==> config.mk <==
export PLATFORM = sky130hd
export DESIGN_NAME = tablet_packet_parser
export DESIGN_NICKNAME = d
export VERILOG_FILES = /design/src/design/tpp_pkg.sv /design/src/design/tpp_div.sv /design/src/design/tablet_packet_parser.sv
export SDC_FILE = /design/constraint.sdc
export NUM_CORES = 1
export LEC_CHECK = 0
export ABC_CLOCK_PERIOD_IN_PS = 8100
export BUFFER_PORTS_ARGS = -buffer_cell sky130_fd_sc_hd__buf_2
export CAP_MARGIN = 10
export CORE_MARGIN = 5
export CORE_UTILIZATION = 30
export DETAILED_ROUTE_END_ITERATION = 7
export PLACE_DENSITY_LB_ADDON = 0.08
export SYNTH_ARGS = -nofsm -noshare
export SYNTH_HDL_FRONTEND = slang
export SYNTH_HIERARCHICAL = 1
export SYNTH_SLANG_ARGS = --single-unit
==> constraint.sdc <==
create_clock -name clk_i -period 8.1 [get_ports clk_i]
set_input_delay 0.405 -clock clk_i [delete_from_list [all_inputs] [get_ports clk_i]]
set_output_delay 0.405 -clock clk_i [all_outputs]
set_load 0.005 [all_outputs]
==> src/design/tpp_pkg.sv <==
// Shared types, constants and character codes for the tablet packet parser.
// No dependencies; every design file imports this package.
package tpp_pkg;

  localparam int NUM_WIDTH        = 16;
  localparam int MAX_PACKET_BYTES = 30;
  localparam int CNT_W            = $clog2(MAX_PACKET_BYTES + 1);
  localparam int VI_W             = 2;
  localparam int POS_W            = 16;
  localparam int BTN_W            = 8;
  localparam int PRESS_W          = 8;
  localparam int OFS_W            = 8;
  localparam int THR_W            = 5;
  localparam int P_W              = 8;
  localparam int DIFF_W           = P_W + 2;
  localparam int DIV_W            = 16;
  localparam int DEN_W            = 8;
  localparam int DIV_CNT_W        = $clog2(DIV_W);
  localparam int APB_AW           = 4;
  localparam int APB_DW           = 32;
  localparam int REG_IDX_W        = 2;

  localparam logic [NUM_WIDTH-1:0] NUM_CAP     = {1'b1, {(NUM_WIDTH-1){1'b0}}};
  localparam logic [NUM_WIDTH-1:0] NUM_POS_MAX = {1'b0, {(NUM_WIDTH-1){1'b1}}};

  localparam int POS_MAX   = 32767;
  localparam int POS_MIN   = -32768;
  localparam int T_LIMIT   = 99;
  localparam int PRESS_TOP = 255;

  localparam logic [VI_W-1:0] VI_LAST = 2'd2;

  localparam logic [OFS_W-1:0]   X_OFFSET_RST  = 8'd30;
  localparam logic [OFS_W-1:0]   Y_OFFSET_RST  = 8'd40;
  localparam logic [THR_W-1:0]   THRESHOLD_RST = 5'd5;
  localparam logic signed [P_W-1:0] PMIN_RST   = -8'sd10;
  localparam logic signed [P_W-1:0] PMAX_RST   = 8'sd10;

  // register indexes (byte address 4*i)
  localparam logic [REG_IDX_W-1:0] REG_X_OFFSET  = 2'd0;
  localparam logic [REG_IDX_W-1:0] REG_Y_OFFSET  = 2'd1;
  localparam logic [REG_IDX_W-1:0] REG_THRESHOLD = 2'd2;

  localparam logic [7:0] CH_PSTYLUS = 8'h21; // '!'
  localparam logic [7:0] CH_STYLUS  = 8'h23; // '#'
  localparam logic [7:0] CH_PUCK    = 8'h2A; // '*'
  localparam logic [7:0] CH_PLUS    = 8'h2B;
  localparam logic [7:0] CH_COMMA   = 8'h2C;
  localparam logic [7:0] CH_MINUS   = 8'h2D;
  localparam logic [7:0] CH_ZERO    = 8'h30;
  localparam logic [7:0] CH_NINE    = 8'h39;
  localparam logic [7:0] CH_SPACE   = 8'h20;
  localparam logic [7:0] CH_TAB     = 8'h09;
  localparam logic [7:0] CH_NL      = 8'h0A;
  localparam logic [7:0] CH_CR      = 8'h0D;

  typedef enum logic [2:0] {
    PH_TYPE,
    PH_SEEK,
    PH_START,
    PH_DIGITS,
    PH_TAIL
  } phase_e;

  typedef enum logic [1:0] {
    KIND_PSTYLUS,
    KIND_PUCK,
    KIND_STYLUS,
    KIND_BAD
  } kind_e;

  typedef enum logic [2:0] {
    SEQ_IDLE,
    SEQ_FIN,
    SEQ_PREP,
    SEQ_DIV,
    SEQ_DONE
  } seq_e;

  typedef struct packed {
    logic [7:0] rx_byte;
    logic       rx_error;
    logic       alt_key;
  } in_item_t;

  typedef struct packed {
    logic                    ok;
    logic signed [POS_W-1:0] pos_x;
    logic signed [POS_W-1:0] pos_y;
    logic [BTN_W-1:0]        buttons;
    logic [PRESS_W-1:0]      pressure_out;
    logic                    pressure_capable;
  } out_item_t;

  typedef struct packed {
    logic             start;
    logic [DIV_W-1:0] dividend;
    logic [DEN_W-1:0] divisor;
  } div_req_t;

endpackage

==> src/design/tpp_div.sv <==
// Restoring divider, one quotient bit per cycle, used for pressure scaling.
// Depends on tpp_pkg for widths and the request struct.
module tpp_div (
  input  logic                    clk_i,
  input  logic                    rst_ni,
  input  tpp_pkg::div_req_t       req_i,
  output logic                    done_o,
  output logic [tpp_pkg::DIV_W-1:0] quot_o
);
  import tpp_pkg::*;

  logic                 busy_q, busy_d;
  logic                 done_q, done_d;
  logic [DIV_CNT_W-1:0] cnt_q, cnt_d;
  logic [DEN_W:0]       rem_q, rem_d;
  logic [DIV_W-1:0]     quo_q, quo_d;
  logic [DEN_W-1:0]     den_q, den_d;
  logic [DEN_W+1:0]     shifted;
  logic [DEN_W+1:0]     trial;

  assign shifted = {rem_q, quo_q[DIV_W-1]};
  assign trial   = shifted - {2'b00, den_q};

  always_comb begin
    busy_d = busy_q;
    done_d = 1'b0;
    cnt_d  = cnt_q;
    rem_d  = rem_q;
    quo_d  = quo_q;
    den_d  = den_q;
    if (req_i.start) begin
      busy_d = 1'b1;
      cnt_d  = '0;
      rem_d  = '0;
      quo_d  = req_i.dividend;
      den_d  = req_i.divisor;
    end else if (busy_q) begin
      if (shifted >= {2'b00, den_q}) begin
        rem_d = trial[DEN_W:0];
        quo_d = {quo_q[DIV_W-2:0], 1'b1};
      end else begin
        rem_d = shifted[DEN_W:0];
        quo_d = {quo_q[DIV_W-2:0], 1'b0};
      end
      cnt_d = cnt_q + 1'b1;
      if (cnt_q == DIV_CNT_W'(DIV_W - 1)) begin
        busy_d = 1'b0;
        done_d = 1'b1;
      end
    end
  end

  always_ff @(posedge clk_i or negedge rst_ni) begin
    if (!rst_ni) begin
      busy_q <= 1'b0;
      done_q <= 1'b0;
      cnt_q  <= '0;
    end else begin
      busy_q <= busy_d;
      done_q <= done_d;
      cnt_q  <= cnt_d;
    end
  end

  always_ff @(posedge clk_i) begin
    rem_q <= rem_d;
    quo_q <= quo_d;
    den_q <= den_d;
  end

  assign done_o = done_q;
  assign quot_o = quo_q;

endmodule

==> src/design/tablet_packet_parser.sv <==
// Tablet packet parser top: byte parser, end-of-packet sequencer, APB registers.
// Depends on tpp_pkg and tpp_div (iterative divider).
//
//  channel | signals                              | direction
//  --------+--------------------------------------+----------
//  in      | in_valid_i, in_stall_o, in_data_i    | byte in
//  out     | out_valid_o, out_stall_i, out_data_o | result out
//  cfg     | psel, penable, pwrite, paddr, pwdata | APB regs
//
// A byte that does not end a packet leaves the sequencer idle; a receive error goes
// to the emit step. A packet end goes through the finish and emit steps; a pressure
// stylus packet with its third value in range adds a prepare step and, when it divides, the 16-step divider.
// in_stall_o is high while the sequencer runs; the last step waits when the
// output register holds an untaken transaction. Reset is asynchronous, low.
module tablet_packet_parser (
  input  logic                         clk_i,
  input  logic                         rst_ni,
  input  logic                         in_valid_i,
  output logic                         in_stall_o,
  input  tpp_pkg::in_item_t            in_data_i,
  output logic                         out_valid_o,
  input  logic                         out_stall_i,
  output tpp_pkg::out_item_t           out_data_o,
  input  logic                         psel,
  input  logic                         penable,
  input  logic                         pwrite,
  input  logic [tpp_pkg::APB_AW-1:0]   paddr,
  input  logic [tpp_pkg::APB_DW-1:0]   pwdata,
  output logic [tpp_pkg::APB_DW-1:0]   prdata,
  output logic                         pready
);
  import tpp_pkg::*;

  seq_e                    seq_q, seq_d;
  phase_e                  phase_q, phase_d;
  kind_e                   kind_q, kind_d;
  logic [CNT_W-1:0]        cnt_q, cnt_d;
  logic [VI_W-1:0]         vi_q, vi_d;
  logic                    neg_q, neg_d;
  logic [NUM_WIDTH-1:0]    accum_q, accum_d;
  logic signed [NUM_WIDTH-1:0] raw_x_q, raw_x_d, raw_y_q, raw_y_d;
  logic signed [P_W-1:0]   pmin_q, pmin_d, pmax_q, pmax_d, p_q, p_d;
  logic signed [POS_W-1:0] cur_x_q, cur_x_d, cur_y_q, cur_y_d;
  logic [BTN_W-1:0]        cur_btn_q, cur_btn_d;
  logic [PRESS_W-1:0]      cur_press_q, cur_press_d;
  logic                    cur_cap_q, cur_cap_d;
  logic                    ok_q, ok_d;
  logic                    alt_q, alt_d;
  logic                    out_valid_q, out_valid_d;
  out_item_t               out_q, out_d;
  logic [OFS_W-1:0]        xoff_q, yoff_q;
  logic [THR_W-1:0]        thr_q;

  logic                    in_acc;
  logic [7:0]              ch;
  logic                    is_digit, is_space;
  logic [NUM_WIDTH+3:0]    acc_mul;
  logic [NUM_WIDTH-1:0]    acc_sat;
  logic signed [NUM_WIDTH-1:0] num_val;
  logic signed [NUM_WIDTH:0]   dx, dy;
  logic signed [POS_W-1:0] nx, ny;
  logic                    t_in_range, t_is_top;
  logic signed [P_W-1:0]   p_new;
  logic                    complete;
  logic signed [DIFF_W-1:0] diff_p, den_p;
  logic [DIV_W-1:0]        num_p;
  logic [PRESS_W-1:0]      q_clamped;
  div_req_t                div_req;
  logic                    div_done;
  logic [DIV_W-1:0]        div_quot;
  logic                    wr_en;
  logic [REG_IDX_W-1:0]    reg_idx;

  function automatic logic signed [POS_W-1:0] sat_pos(input logic signed [NUM_WIDTH:0] v);
    logic signed [POS_W-1:0] r;
    if (v > POS_MAX) r = POS_W'(POS_MAX);
    else if (v < POS_MIN) r = POS_W'(POS_MIN);
    else r = POS_W'(v);
    return r;
  endfunction

  tpp_div u_div (
    .clk_i  (clk_i),
    .rst_ni (rst_ni),
    .req_i  (div_req),
    .done_o (div_done),
    .quot_o (div_quot)
  );

  assign in_stall_o = (seq_q != SEQ_IDLE);
  assign in_acc     = in_valid_i && !in_stall_o;
  assign ch         = in_data_i.rx_byte;
  assign is_digit   = (ch >= CH_ZERO) && (ch <= CH_NINE);
  assign is_space   = (ch == CH_SPACE) || ((ch >= CH_TAB) && (ch <= CH_CR));

  // accum * 10 + digit, saturated at the magnitude cap
  assign acc_mul = {1'b0, accum_q, 3'b000} + {3'b000, accum_q, 1'b0}
                   + (NUM_WIDTH+4)'(ch[3:0]);
  assign acc_sat = (acc_mul > (NUM_WIDTH+4)'(NUM_CAP)) ? NUM_CAP : acc_mul[NUM_WIDTH-1:0];

  assign num_val = neg_q ? $signed(-accum_q)
                 : $signed((accum_q > NUM_POS_MAX) ? NUM_POS_MAX : accum_q);

  assign dx = {raw_x_q[NUM_WIDTH-1], raw_x_q} - $signed((NUM_WIDTH+1)'(xoff_q));
  assign dy = {raw_y_q[NUM_WIDTH-1], raw_y_q} - $signed((NUM_WIDTH+1)'(yoff_q));
  assign nx = sat_pos(dx);
  assign ny = sat_pos(dy);

  assign t_in_range = (num_val > -T_LIMIT) && (num_val < T_LIMIT);
  assign t_is_top   = (num_val == T_LIMIT);
  assign p_new      = num_val[P_W-1:0];

  assign complete = (phase_q == PH_TAIL) ||
                    (((phase_q == PH_START) || (phase_q == PH_DIGITS)) && (vi_q == VI_LAST));

  assign diff_p = DIFF_W'(p_q) - DIFF_W'(pmin_q) - $signed(DIFF_W'(thr_q));
  assign den_p  = DIFF_W'(pmax_q) - DIFF_W'(pmin_q) - $signed(DIFF_W'(thr_q));
  // diff * 255 as (diff << 8) - diff
  assign num_p  = {diff_p[P_W-1:0], 8'h00} - {8'h00, diff_p[P_W-1:0]};

  assign q_clamped = (div_quot > DIV_W'(PRESS_TOP)) ? PRESS_W'(PRESS_TOP)
                   : (div_quot == '0) ? PRESS_W'(1) : div_quot[PRESS_W-1:0];

  always_comb begin
    logic end_val;
    logic end_comma;
    end_val     = 1'b0;
    end_comma   = 1'b0;
    seq_d       = seq_q;
    phase_d     = phase_q;
    kind_d      = kind_q;
    cnt_d       = cnt_q;
    vi_d        = vi_q;
    neg_d       = neg_q;
    accum_d     = accum_q;
    raw_x_d     = raw_x_q;
    raw_y_d     = raw_y_q;
    pmin_d      = pmin_q;
    pmax_d      = pmax_q;
    p_d         = p_q;
    cur_x_d     = cur_x_q;
    cur_y_d     = cur_y_q;
    cur_btn_d   = cur_btn_q;
    cur_press_d = cur_press_q;
    cur_cap_d   = cur_cap_q;
    ok_d        = ok_q;
    alt_d       = alt_q;
    div_req     = '0;
    out_d       = out_q;
    out_valid_d = out_valid_q && out_stall_i;

    unique case (seq_q)
      SEQ_IDLE: begin
        if (in_acc) begin
          if (in_data_i.rx_error) begin
            phase_d = PH_TYPE;
            cnt_d   = '0;
            vi_d    = '0;
            ok_d    = 1'b0;
            seq_d   = SEQ_DONE;
          end else begin
            cnt_d = cnt_q + 1'b1;
            unique case (phase_q)
              PH_TYPE: begin
                if (ch == CH_PSTYLUS) kind_d = KIND_PSTYLUS;
                else if (ch == CH_PUCK) kind_d = KIND_PUCK;
                else if (ch == CH_STYLUS) kind_d = KIND_STYLUS;
                else kind_d = KIND_BAD;
                vi_d    = '0;
                phase_d = PH_SEEK;
              end
              PH_SEEK: begin
                if (ch == CH_COMMA) begin
                  phase_d = PH_START;
                  accum_d = '0;
                  neg_d   = 1'b0;
                end
              end
              PH_START: begin
                if (is_digit) begin
                  accum_d = NUM_WIDTH'(ch[3:0]);
                  phase_d = PH_DIGITS;
                end else if ((ch == CH_MINUS) || (ch == CH_PLUS)) begin
                  neg_d   = (ch == CH_MINUS);
                  phase_d = PH_DIGITS;
                end else if (!is_space) begin
                  end_val   = 1'b1;
                  end_comma = (ch == CH_COMMA);
                end
              end
              PH_DIGITS: begin
                if (is_digit) begin
                  accum_d = acc_sat;
                end else begin
                  end_val   = 1'b1;
                  end_comma = (ch == CH_COMMA);
                end
              end
              PH_TAIL: begin
              end
              default: phase_d = PH_TYPE;
            endcase
            if (end_val) begin
              if (vi_q >= VI_LAST) begin
                phase_d = PH_TAIL;
              end else begin
                if (vi_q == '0) raw_x_d = num_val;
                else raw_y_d = num_val;
                vi_d = vi_q + 1'b1;
                if (end_comma) begin
                  phase_d = PH_START;
                  accum_d = '0;
                  neg_d   = 1'b0;
                end else begin
                  phase_d = PH_SEEK;
                end
              end
            end
            alt_d = in_data_i.alt_key;
            if ((ch == CH_NL) || (cnt_d >= CNT_W'(MAX_PACKET_BYTES))) seq_d = SEQ_FIN;
          end
        end
      end
      SEQ_FIN: begin
        phase_d = PH_TYPE;
        cnt_d   = '0;
        vi_d    = '0;
        ok_d    = 1'b0;
        seq_d   = SEQ_DONE;
        if ((kind_q != KIND_BAD) && complete) begin
          ok_d      = 1'b1;
          cur_cap_d = 1'b0;
          unique case (kind_q)
            KIND_PSTYLUS: begin
              cur_cap_d = 1'b1;
              cur_btn_d = {6'b0, alt_q, 1'b0};
              if (t_in_range) begin
                cur_x_d = nx;
                cur_y_d = ny;
                p_d     = p_new;
                if (p_new < pmin_q) pmin_d = p_new;
                if (p_new > pmax_q) pmax_d = p_new;
                seq_d   = SEQ_PREP;
              end
            end
            KIND_STYLUS: begin
              if (!t_is_top) begin
                cur_x_d   = nx;
                cur_y_d   = ny;
                cur_btn_d = num_val[BTN_W-1:0];
              end
            end
            KIND_PUCK: begin
              cur_btn_d = '0;
              if (!t_is_top) begin
                cur_x_d   = nx;
                cur_y_d   = ny;
                cur_btn_d = {6'b0, num_val[2], num_val[1]};
              end
            end
            KIND_BAD: begin
            end
            default: ok_d = 1'b0;
          endcase
        end
      end
      SEQ_PREP: begin
        seq_d = SEQ_DONE;
        if (diff_p >= 0) begin
          if (den_p > 0) begin
            div_req.start    = 1'b1;
            div_req.dividend = num_p;
            div_req.divisor  = den_p[DEN_W-1:0];
            seq_d            = SEQ_DIV;
          end else begin
            cur_press_d = PRESS_W'(1);
            cur_btn_d   = {6'b0, alt_q, 1'b1};
          end
        end
      end
      SEQ_DIV: begin
        if (div_done) begin
          cur_press_d = q_clamped;
          cur_btn_d   = {6'b0, alt_q, 1'b1};
          seq_d       = SEQ_DONE;
        end
      end
      SEQ_DONE: begin
        if (!out_valid_q || !out_stall_i) begin
          out_valid_d            = 1'b1;
          out_d.ok               = ok_q;
          out_d.pos_x            = cur_x_q;
          out_d.pos_y            = cur_y_q;
          out_d.buttons          = cur_btn_q;
          out_d.pressure_out     = cur_press_q;
          out_d.pressure_capable = cur_cap_q;
          seq_d                  = SEQ_IDLE;
        end
      end
      default: seq_d = SEQ_IDLE;
    endcase
  end

  always_ff @(posedge clk_i or negedge rst_ni) begin
    if (!rst_ni) begin
      seq_q       <= SEQ_IDLE;
      phase_q     <= PH_TYPE;
      kind_q      <= KIND_PSTYLUS;
      cnt_q       <= '0;
      vi_q        <= '0;
      neg_q       <= 1'b0;
      accum_q     <= '0;
      raw_x_q     <= '0;
      raw_y_q     <= '0;
      pmin_q      <= PMIN_RST;
      pmax_q      <= PMAX_RST;
      cur_x_q     <= '0;
      cur_y_q     <= '0;
      cur_btn_q   <= '0;
      cur_press_q <= '0;
      cur_cap_q   <= 1'b0;
      out_valid_q <= 1'b0;
    end else begin
      seq_q       <= seq_d;
      phase_q     <= phase_d;
      kind_q      <= kind_d;
      cnt_q       <= cnt_d;
      vi_q        <= vi_d;
      neg_q       <= neg_d;
      accum_q     <= accum_d;
      raw_x_q     <= raw_x_d;
      raw_y_q     <= raw_y_d;
      pmin_q      <= pmin_d;
      pmax_q      <= pmax_d;
      cur_x_q     <= cur_x_d;
      cur_y_q     <= cur_y_d;
      cur_btn_q   <= cur_btn_d;
      cur_press_q <= cur_press_d;
      cur_cap_q   <= cur_cap_d;
      out_valid_q <= out_valid_d;
    end
  end

  always_ff @(posedge clk_i) begin
    p_q   <= p_d;
    ok_q  <= ok_d;
    alt_q <= alt_d;
    out_q <= out_d;
  end

  // APB register file
  assign pready  = 1'b1;
  assign wr_en   = psel && penable && pwrite;
  assign reg_idx = paddr[APB_AW-1:2];

  always_ff @(posedge clk_i or negedge rst_ni) begin
    if (!rst_ni) begin
      xoff_q <= X_OFFSET_RST;
      yoff_q <= Y_OFFSET_RST;
      thr_q  <= THRESHOLD_RST;
    end else if (wr_en) begin
      unique case (reg_idx)
        REG_X_OFFSET:  xoff_q <= pwdata[OFS_W-1:0];
        REG_Y_OFFSET:  yoff_q <= pwdata[OFS_W-1:0];
        REG_THRESHOLD: thr_q  <= pwdata[THR_W-1:0];
        default: begin
        end
      endcase
    end
  end

  always_comb begin
    unique case (reg_idx)
      REG_X_OFFSET:  prdata = APB_DW'(xoff_q);
      REG_Y_OFFSET:  prdata = APB_DW'(yoff_q);
      REG_THRESHOLD: prdata = APB_DW'(thr_q);
      default:       prdata = '0;
    endcase
  end

  assign out_valid_o = out_valid_q;
  assign out_data_o  = out_q;

  // receive error goes straight to the emit step as a failure
  assert property (@(posedge clk_i) disable iff (!rst_ni)
    in_acc && in_data_i.rx_error |=> (seq_q == SEQ_DONE) && !ok_q)
    else $error("receive error did not reach emit step as failure");

  assert property (@(posedge clk_i) disable iff (!rst_ni)
    div_done |-> (seq_q == SEQ_DIV))
    else $error("divider finished outside its sequencer step");

  // pen down from the pressure stylus always carries a nonzero pressure
  assert property (@(posedge clk_i) disable iff (!rst_ni)
    out_valid_o && out_data_o.ok && out_data_o.pressure_capable && out_data_o.buttons[0]
    |-> (out_data_o.pressure_out != '0))
    else $error("pen down with zero pressure");

endmodule

==> metrics <==
commonest cells after routing, fill and taps aside=175 x nand2_1, 141 x dfrtp_1, 123 x inv_1, 115 x nor2_1, 115 x o21ai_0; initial antenna violation count=0; largest net degree at the start of global routing=around 90; crit path from=accum_q[2]$_DFFE_PN0P_; post-DR wirelength/cell=roughly 17 um; Synth Register Bits=250; hold depth=1; f_max=between 0.15 and 0.2 GHz; Seq pwr share=36.0%; Crit-path slowest cell=o41ai_1; clk root buf=clkbuf_16; Max Cap Viol=0; layout cells sized above 1=roughly 14%; CP Data Required Time=approximately 8600 ps; final instance area=roughly 18000 um2; Psw=roughly 1.5 mW; # rows=between 80 and 90; via count=between 10000 and 15000; Register-to-Register Setup Slack=roughly 3100 ps; LEAKAGE=approximately 7.7 nW; Placed Area=between 15000 and 20000 um2; drc violations=0; total track usage=between 10% and 20%; max-slew violation count=0; Routed WL=42310 um; tightest hold margin=37.50 ps; area of the multi-input gates=approximately 8300 um2; worst path cell trace=inv_1 -> fa_1 -> fa_1 -> nor2b_1 -> o21ai_0 -> a311oi_1 -> nor3_1 -> o41ai_1 -> and2_0 -> nand2_1 -> o21ai_0; endpoint type of the worst setup path=flip-flop; critical path class=flip-flop to flip-flop; estimated wirelength of the detail-placed design=31200 um; drt pass-1 iters=5; cell count after synthesis=between 1500 and 2000; nets@finish=around 1900; total power=~4.2 mW; Worst Hold Launch=in_data_i[0]; status=finished clean; Final Cycle Share=between 60 and 70%; Initial Util=between 30% and 40%; Synth top area share=between 20 and 25%; Synth cell types=100; htree depth=1; pwr dens=roughly 240 nW/um2; worst skew pair latency=a little under 600 ps; die height=239.5 um; # resized after CTS=0; grt ovf=0; CP Max Fanout=18; largest cells by area after synthesis=dfrtp_1 22%, edfxtp_1 16%, ha_1 8.3%; DRT iter0 DRCs=slightly below 700; Routed Antenna Nets=0; Largest stage delay, worst path=around 900 ps; Final GP Congestion=about 0.83; io pins=around 140; CTS Buf Count=31; Async SR Flop Fraction=62.80%; post-route setup TNS=0 ps; Fill cells=5393; placed cells=roughly 2400; RSZ-0062 raised after global routing=false; Avg Synthesized Cell Area=9.609 um2; Post-Syn Area=around 16000 um2; combinational fraction of design power=a little under a third; Worst-Margin Slew=roughly 1200 ps; Setup violations, final=0; vias in the first global route=~12000; Post-CTS Setup Bufs=0; cell taking the most area after synthesis=dfrtp_1; FF+latch area=6651 um2; Post-Layout Cell Count=~2400; WHS Endpoint=alt_q$_DFFE_PP_; number of port buffers=between 80 and 90; CP arrival=between 5000 and 6000 ps; clock network fraction of total power=around a third; Top delay family on crit path=compound AO/OA/AOI/OAI gates; ant diodes=0; CTS tree=built; via-per-instance ratio=between 4 and 5; sw frac=approximately 34%; clock sinks=250; Die Area=~57000 um2; R2R cell count=11; IR drop worst, VDD=~0.00018 V; first-pass GRT wire length=~68000 um; type of element launching the critical path=flip-flop; sequential fraction of the synthesis area=roughly 42%; r2r startpoint=accum_q[2]$_DFFE_PN0P_; Reg-to-Reg End=accum_q[10]$_DFFE_PN0P_; Worst slew margin=between 20 and 25%; Setup Skew=21.64 ps; Worst Path Buf+Inv=1; fin crit period=5049 ps; Core Region=52340 um2; Worst-path clk slew=~60 ps; Fin. Hold Viols=0; Syn-to-layout area delta=13.32%; Post-synth EDFFs=84; Die Wd=~240 um; Hold Path Class=input pin to flip-flop; cell internal pwr=between 2 and 3 mW; Most used DFF post-synth=dfrtp_1; Synth warnings=6; Longest Clk Path Bufs=3; most common cell after layout, fill and taps aside=nand2_1
kinds of logic after synthesis:
group / share of synthesized area (%)
compound gates: 17.10
xor+xnor: 3.382
fa+ha+maj: 10.22
buf+inv: 5.877
flops: 42.10
mux: 4.974
other cells: 0.04754
simple gates: 16.30
synthesized netlist by cell type, types with 13 or more instances:
master	number
fa_1	15
nor3_1	40
o21a_1	14
nor2_1	115
nor3b_1	15
mux2i_1	29
xnor2_1	35
ha_1	105
mux2_2	38
and2_1	13
nand2_1	175
nor2b_1	24
inv_1	123
edfxtp_1	84
dfrtp_1	141
nor4_1	16
buf_4	25
nand3_1	32
dfstp_2	16
a21oi_1	98
o21ai_0	115
nand4_1	19
clkbuf_1	44
a21o_1	17
xor2_1	26
sequential cells by signal, indices dropped and copies added (netlist names), 9 cells and up:
name,count
out_data_o,50
cur_y_q,16
u_div/quot_o,16
u_div/rem_q,9
accum_q,16
raw_x_q,16
raw_y_q,16
cur_x_q,16
layer usage:
layer	vias up	GRT usage [%]	share of wire [%]
li1	6028	-	-
met1	5804	21.49	50
met2	181	22.62	45
met3	45	1.773	3.4
met4	0	3.199	1.6
met5	-	0	0
metrics by stage:
step / utilization, % / setup WS, ps
2_1_floorplan: - / 4029
3_3_place_gp: 32.16 / 2988
3_5_place_dp: 32.16 / 2981
4_1_cts: 34.20 / 2963
5_1_grt: 34.20 / 2623
6_report: 34.20 / 3051
layout make-up:
class | count | area share, %
inverters | 125 | 2.621
well taps | 688 | 4.808
multi-input cells | 1204 | 46.45
clock buffers | 39 | 4.669
flip-flops and latches | 250 | 37.15
repair buffers | 101 | 3.096
clock inverters | 19 | 1.202
power groups by stage:
stage / Sequential [mW] / Combinational (mW) / Clock, mW
global route: 1.54 / 1.47 / 1.53
floorplan: 1.49 / 0.985 / 0
finish: 1.53 / 1.29 / 1.43
global placement: 1.55 / 1.30 / 0
detailed placement: 1.55 / 1.30 / 0
CTS: 1.53 / 1.31 / 1.48
timing repair:
| item | 4_1_cts | 5_1_grt |
|---|---|---|
| setup endpoints to repair | 0 | 0 |
| hold buffers | 2 | 0 |
| hold endpoints to repair | 76 | 0 |
worst max-delay path by stage:
stage                               to  slack, ps  cells after the start
4_1_cts        accum_q[11]$_DFFE_PN0P_       2960                     11
2_1_floorplan  accum_q[10]$_DFFE_PN0P_       4030                     14
6_report       accum_q[10]$_DFFE_PN0P_       3050                     11
3_3_place_gp   accum_q[11]$_DFFE_PN0P_       2990                     11
5_1_grt         accum_q[7]$_DFFE_PN0P_       2620                     11
3_5_place_dp   accum_q[11]$_DFFE_PN0P_       2980                     11
Power figures use the tool's default switching activity.
